<file path="src/ueds_pkg.sv">
package ueds_pkg;

   // Operation codes carried in the request.
   localparam logic [1:0] OP_MARK   = 2'd0;
   localparam logic [1:0] OP_EDGE   = 2'd1;
   localparam logic [1:0] OP_REPORT = 2'd2;

   // Field widths fixed by the stream format.
   localparam int NODE_W    = 10;
   localparam int COVERED_W = 16;
   localparam int LIVE_W    = 11;
   localparam int PAIR_W    = 32;
   localparam int DEGREE_W  = 16;
   // Wide enough to hold any node count the design supports.
   localparam int NODE_EXT_W = 17;

   localparam int REQ_DATA_W = 24;
   localparam int RSP_DATA_W = 64;

   // Command kinds after classification in the front end.
   typedef enum logic [1:0] {
      CMD_MARK,
      CMD_EDGE,
      CMD_REPORT,
      CMD_NOP
   } cmd_kind_type;

   typedef struct packed {
      cmd_kind_type        kind;
      logic [NODE_W-1:0]   node_a;
      logic [NODE_W-1:0]   node_b;
   } cmd_type;

   // Back-end sequencer states.
   typedef enum logic [2:0] {
      ST_CLEAR,
      ST_IDLE,
      ST_EXEC,
      ST_WB
   } back_state_type;

   // One result transaction.
   typedef struct packed {
      logic                 edge_uncovered;
      logic [PAIR_W-1:0]    pair_count;
      logic [LIVE_W-1:0]    live_nodes;
      logic [COVERED_W-1:0] covered_edges;
   } result_type;

   function automatic logic [COVERED_W-1:0] sat_inc_covered(input logic [COVERED_W-1:0] v);
      sat_inc_covered = (v == {COVERED_W{1'b1}}) ? v : v + 1'b1;
   endfunction

   function automatic logic [LIVE_W-1:0] sat_inc_live(input logic [LIVE_W-1:0] v);
      sat_inc_live = (v == {LIVE_W{1'b1}}) ? v : v + 1'b1;
   endfunction

   function automatic logic [DEGREE_W-1:0] sat_inc_degree(input logic [DEGREE_W-1:0] v);
      sat_inc_degree = (v == {DEGREE_W{1'b1}}) ? v : v + 1'b1;
   endfunction

   function automatic logic [PAIR_W-1:0] sat_add_pair(input logic [PAIR_W-1:0] p,
                                                      input logic [DEGREE_W-1:0] d);
      logic [PAIR_W:0] sum;
      sum = {1'b0, p} + {{(PAIR_W + 1 - DEGREE_W){1'b0}}, d};
      sat_add_pair = sum[PAIR_W] ? {PAIR_W{1'b1}} : sum[PAIR_W-1:0];
   endfunction

endpackage

</file>
<file path="src/ueds_front.sv">
module ueds_front #(
   parameter int MAX_NODES = 1024
) (
   input  logic                                clock,
   input  logic                                reset,
   input  logic                                req_tvalid,
   output logic                                req_tready,
   input  logic [ueds_pkg::REQ_DATA_W-1:0]     req_tdata,
   input  logic                                pop,
   output logic                                head_valid,
   output ueds_pkg::cmd_type                   head_cmd
);
   import ueds_pkg::*;

   localparam logic [NODE_EXT_W-1:0] NODE_LIMIT = NODE_EXT_W'(MAX_NODES);

   logic [1:0]        op;
   logic [NODE_W-1:0] node_a;
   logic [NODE_W-1:0] node_b;
   logic              a_ok;
   logic              b_ok;
   cmd_type           cmd;
   logic              push;

   cmd_type    entry_ff [2];
   logic       wr_ptr_ff;
   logic       wr_ptr_in;
   logic       rd_ptr_ff;
   logic       rd_ptr_in;
   logic [1:0] count_ff;
   logic [1:0] count_in;

   assign op     = req_tdata[1:0];
   assign node_a = req_tdata[11:2];
   assign node_b = req_tdata[21:12];

   // Classify the transaction; anything that cannot change state becomes a no-op.
   always_comb begin
      a_ok = {{(NODE_EXT_W - NODE_W){1'b0}}, node_a} < NODE_LIMIT;
      b_ok = {{(NODE_EXT_W - NODE_W){1'b0}}, node_b} < NODE_LIMIT;
      cmd.node_a = node_a;
      cmd.node_b = node_b;
      case (op)
         OP_MARK:   cmd.kind = a_ok ? CMD_MARK : CMD_NOP;
         OP_EDGE:   cmd.kind = (a_ok && b_ok) ? CMD_EDGE : CMD_NOP;
         OP_REPORT: cmd.kind = CMD_REPORT;
         default:   cmd.kind = CMD_NOP;
      endcase
   end

   // Two-entry queue towards the back end.
   assign req_tready = (count_ff != 2'd2);
   assign push       = req_tvalid && req_tready;
   assign head_valid = (count_ff != 2'd0);
   assign head_cmd   = entry_ff[rd_ptr_ff];

   always_comb begin
      wr_ptr_in = push ? ~wr_ptr_ff : wr_ptr_ff;
      rd_ptr_in = pop ? ~rd_ptr_ff : rd_ptr_ff;
      count_in  = count_ff + {1'b0, push} - {1'b0, pop};
   end

   always_ff @(posedge clock) begin
      if (reset) begin
         wr_ptr_ff <= 1'b0;
         rd_ptr_ff <= 1'b0;
         count_ff  <= 2'd0;
      end else begin
         wr_ptr_ff <= wr_ptr_in;
         rd_ptr_ff <= rd_ptr_in;
         count_ff  <= count_in;
      end
   end

   always_ff @(posedge clock) begin
      if (push) begin
         entry_ff[wr_ptr_ff] <= cmd;
      end
   end

endmodule

</file>
<file path="config.mk">
export PLATFORM = sky130hd
export DESIGN_NAME = ueds_front
export DESIGN_NICKNAME = d
export VERILOG_FILES = /design/src/ueds_pkg.sv /design/src/ueds_front.sv
export SDC_FILE = /design/constraint.sdc
export NUM_CORES = 1
export LEC_CHECK = 0
export BUFFER_PORTS_ARGS = -buffer_cell sky130_fd_sc_hd__buf_2
export CAP_MARGIN = 20
export CELL_PAD_IN_SITES_DETAIL_PLACEMENT = 1
export CELL_PAD_IN_SITES_GLOBAL_PLACEMENT = 1
export CORE_MARGIN = 1.5
export CORE_UTILIZATION = 47
export CTS_BUF_LIST = sky130_fd_sc_hd__clkbuf_2 sky130_fd_sc_hd__clkbuf_4 sky130_fd_sc_hd__clkbuf_8
export DETAILED_ROUTE_END_ITERATION = 8
export GPL_TIMING_DRIVEN = 0
export PLACE_DENSITY = 0.86
export SYNTH_ARGS = -nofsm -noshare
export SYNTH_HDL_FRONTEND = slang
export SYNTH_SLANG_ARGS = --single-unit
export TNS_END_PERCENT = 30
</file>
<file path="constraint.sdc">
create_clock -name clock -period 3.5 [get_ports clock]
set_input_delay 0.7 -clock clock [delete_from_list [all_inputs] [get_ports clock]]
set_output_delay 0.7 -clock clock [all_outputs]
set_load 0.05 [all_outputs]
</file>
==> key figures <==
Status
  – Outcome: finished, final reports clean

Synth
  – Synthesized instance count: 96
  – Sequential share of the synthesized area: 0.7791
  – Flops & latches, synth: 49
  – Syn nets: 125
  – Synth unique cells: 22
  – Synthesized area: 1824 sq um
  – Synthesis warning total: 0
  – Post-Syn Area per Cell: 19.00 sq um

Worst setup path
  – Setup Crit Path Kind: flop to output port
  – Flop2flop setup slack: 1680 ps
  – Crit path DAT: 1550 ps
  – R2R cell count: 2
  – FF-to-FF Start: count_ff[0]
  – Worst flop-to-flop path endpoint: entry_ff[1][12]
  – Crit Path Max Fanout: 10
  – WP data required: 2800 ps
  – Worst setup EP type: output port
  – Worst setup SP type: flop

Place
  – # placed instances: 191
  – Post-DP HPWL: 2272 um
  – Number of buffer cells added on primary ports: 47
  – GP Congestion: 0.6875
  – Post-Place Setup Slack: 1395 ps

STA
  – # setup viols final: 0
  – Min Tclk post-route: 2250 ps
  – Unrepaired setup endpoints after global routing: false
  – Maximum clock frequency: 444.5 MHz
  – Slew @ Worst Pin: 1014 ps
  – Setup TNS: 0 ps
  – Max transition margin: 0.3240
  – Slew Limit Fails: 0
  – Setup ws final: 1250 ps
  – Fin crit share: 0.6428
  – Fin. Hold Viols: 0
  – Post-Route Skew: 4.928 ps

Route
  – Initial DRC Count: 14
  – DRT Wirelength: 3189 um
  – DRC Markers: 0
  – Avg WL per Cell: 16.03 um
  – Vias post-DR: 993
  – Drt pass-1 iters: 4
  – Detail Route Antenna Nets: 0
  – Via/cell ratio: 4.990

Floorplan
  – Die Width: 65.30 um
  – Core area: 3689 sq um
  – Initial core utilization: 0.4946
  – Die Height: 65.30 um
  – Row cnt: 22
  – # IOs: 52
  – Die ar.: 4264 sq um

Power and ir drop
  – PD cells: 621.8 nW/um^2
  – Worst IR drop on VDD: 0.3192 mV
  – Leak: 0.8547 nW

Final layout
  – Filler instances: 362
  – Fin cells: 199
  – P&R area growth vs syn: 22.22%
  – Commonest non-fill, non-tap cell in the layout: buf_2
  – Most frequent cells in the layout: 49 x buf_2, 44 x edfxtp_1, 22 x mux2_2
  – # nets final: 179
  – N_diodes: 0
  – Layout cells sized above 1: 0.5298

Clock network
  – Clk_lat worst skew: 290 ps
  – TritonCTS Buffers: 5
  – Post-CTS Setup Inserts: 0
  – Post-CTS sizing: 0
  – Number of hold buffers added after CTS: 0
  – CTS clock-pin slew for the worst setup and hold paths: 80 ps
  – Root Driver: clkbuf_8
  – CTS tree: built
  – Clock buffer depth: 2
  – CTS H-Tree Depth: 2
  – Num Clock Sinks: 49

Hold path
  – Worst hold stages: 2
  – Min-Delay Path Class: flop to flop
  – Hold Path Origin: rd_ptr_ff

Global routing
  – Largest net degree at the start of global routing: 23
  – Remaining global-route overflow: 0
  – First-pass GRT wire length: 5099 um
  – Vias in the first global route: 1109
  – GR Util All Layers: 0.1640
  – Initial antenna violation count: 0

Run
  – MaxCap Viol Count: 0
-- logic make-up after synthesis --
group,share of synthesized area
flops,0.7792
mux,0.1475
simple gates,0.03293
buf+inv,0.01372
compound gates,0.01509
xor+xnor,0.004802
fa+ha+maj,0.006858
-- cells in the mapped netlist --
cell / n / area (sq um)
edfxtp_1: 44 / 1321
mux2_2: 22 / 247.7
dfxtp_1: 5 / 100.1
nor2_1: 3 / 11.26
a21oi_1: 2 / 10.01
buf_2: 2 / 10.01
clkbuf_1: 2 / 7.510
inv_1: 2 / 7.510
a21bo_2: 1 / 10.01
a21o_1: 1 / 7.510
and2b_1: 1 / 7.510
and3_1: 1 / 6.260
ha_1: 1 / 12.51
mux2_1: 1 / 11.26
mux2i_1: 1 / 10.01
nand2_1: 1 / 3.750
nand2b_1: 1 / 6.260
nand3_1: 1 / 5.000
nand3b_1: 1 / 7.510
nor2b_1: 1 / 6.260
or2_2: 1 / 6.260
xnor2_1: 1 / 8.760
-- state kept, by name, summed over array words and instances (netlist names), named ones only --
signal     count
entry_ff      44
count_ff       2
rd_ptr_ff      1
wr_ptr_ff      1
-- where the power goes --
group,switching [mW],internal (mW),leakage (nW),total (mW)
clock network,0.171,0.219,0.0563,0.390
registers,0.0142,0.692,0.451,0.706
logic,0.208,0.0827,0.347,0.291
-- worst max path at each step --
stage | end | slack, ps | cells after the start
2_1_floorplan | entry_ff[1][0] | 1560 | 2
3_3_place_gp | entry_ff[1][11] | 1390 | 2
3_5_place_dp | entry_ff[1][19] | 1400 | 2
4_1_cts | head_cmd[4] | 1210 | 3
5_1_grt | head_cmd[2] | 1180 | 3
6_report | head_cmd[4] | 1250 | 3
-- per-stage QoR --
| step | util | total power, mW | hold WS (ps) | cell area, sq um |
|---|---|---|---|---|
| 6_report | 0.6045 | 1.386 | 550.4 | 2230 |
| 4_1_cts | 0.6045 | 1.399 | 555.5 | 2230 |
| 3_3_place_gp | 0.5746 | 1.002 | 496.5 | 2120 |
| 5_1_grt | 0.6045 | 1.439 | 568.7 | 2230 |
| 2_1_floorplan | - | 0.9392 | 479.9 | 1824 |
| 3_5_place_dp | 0.5746 | 1.014 | 512.5 | 2120 |
-- worst max-delay path, stage by stage, from the launching register on --
cell     delay (ps)
dfxtp_1         390
buf_2           280
mux2_2          370
buf_2           210
-- layer usage --
| metal | wire length [um] | track usage |
|---|---|---|
| met3 | 155 | 0.04966 |
| met5 | 0 | 0 |
| met1 | 1298 | 0.1817 |
| met4 | 62 | 0.05990 |
| met2 | 1672 | 0.2959 |
-- area by class of cell --
type / instances / area [sq um] / area share
flip-flops and latches: 49 / 1421 / 0.6375
inverters: 2 / 7.507 / 0.003367
repair buffers: 47 / 235.2 / 0.1055
plain buffers: 4 / 17.52 / 0.007856
well taps: 48 / 60.06 / 0.02694
clock inverters: 2 / 33.78 / 0.01515
clock buffers: 6 / 76.32 / 0.03423
multi-input cells: 41 / 377.9 / 0.1695
Note: power is estimated with default switching activity, not from simulation.
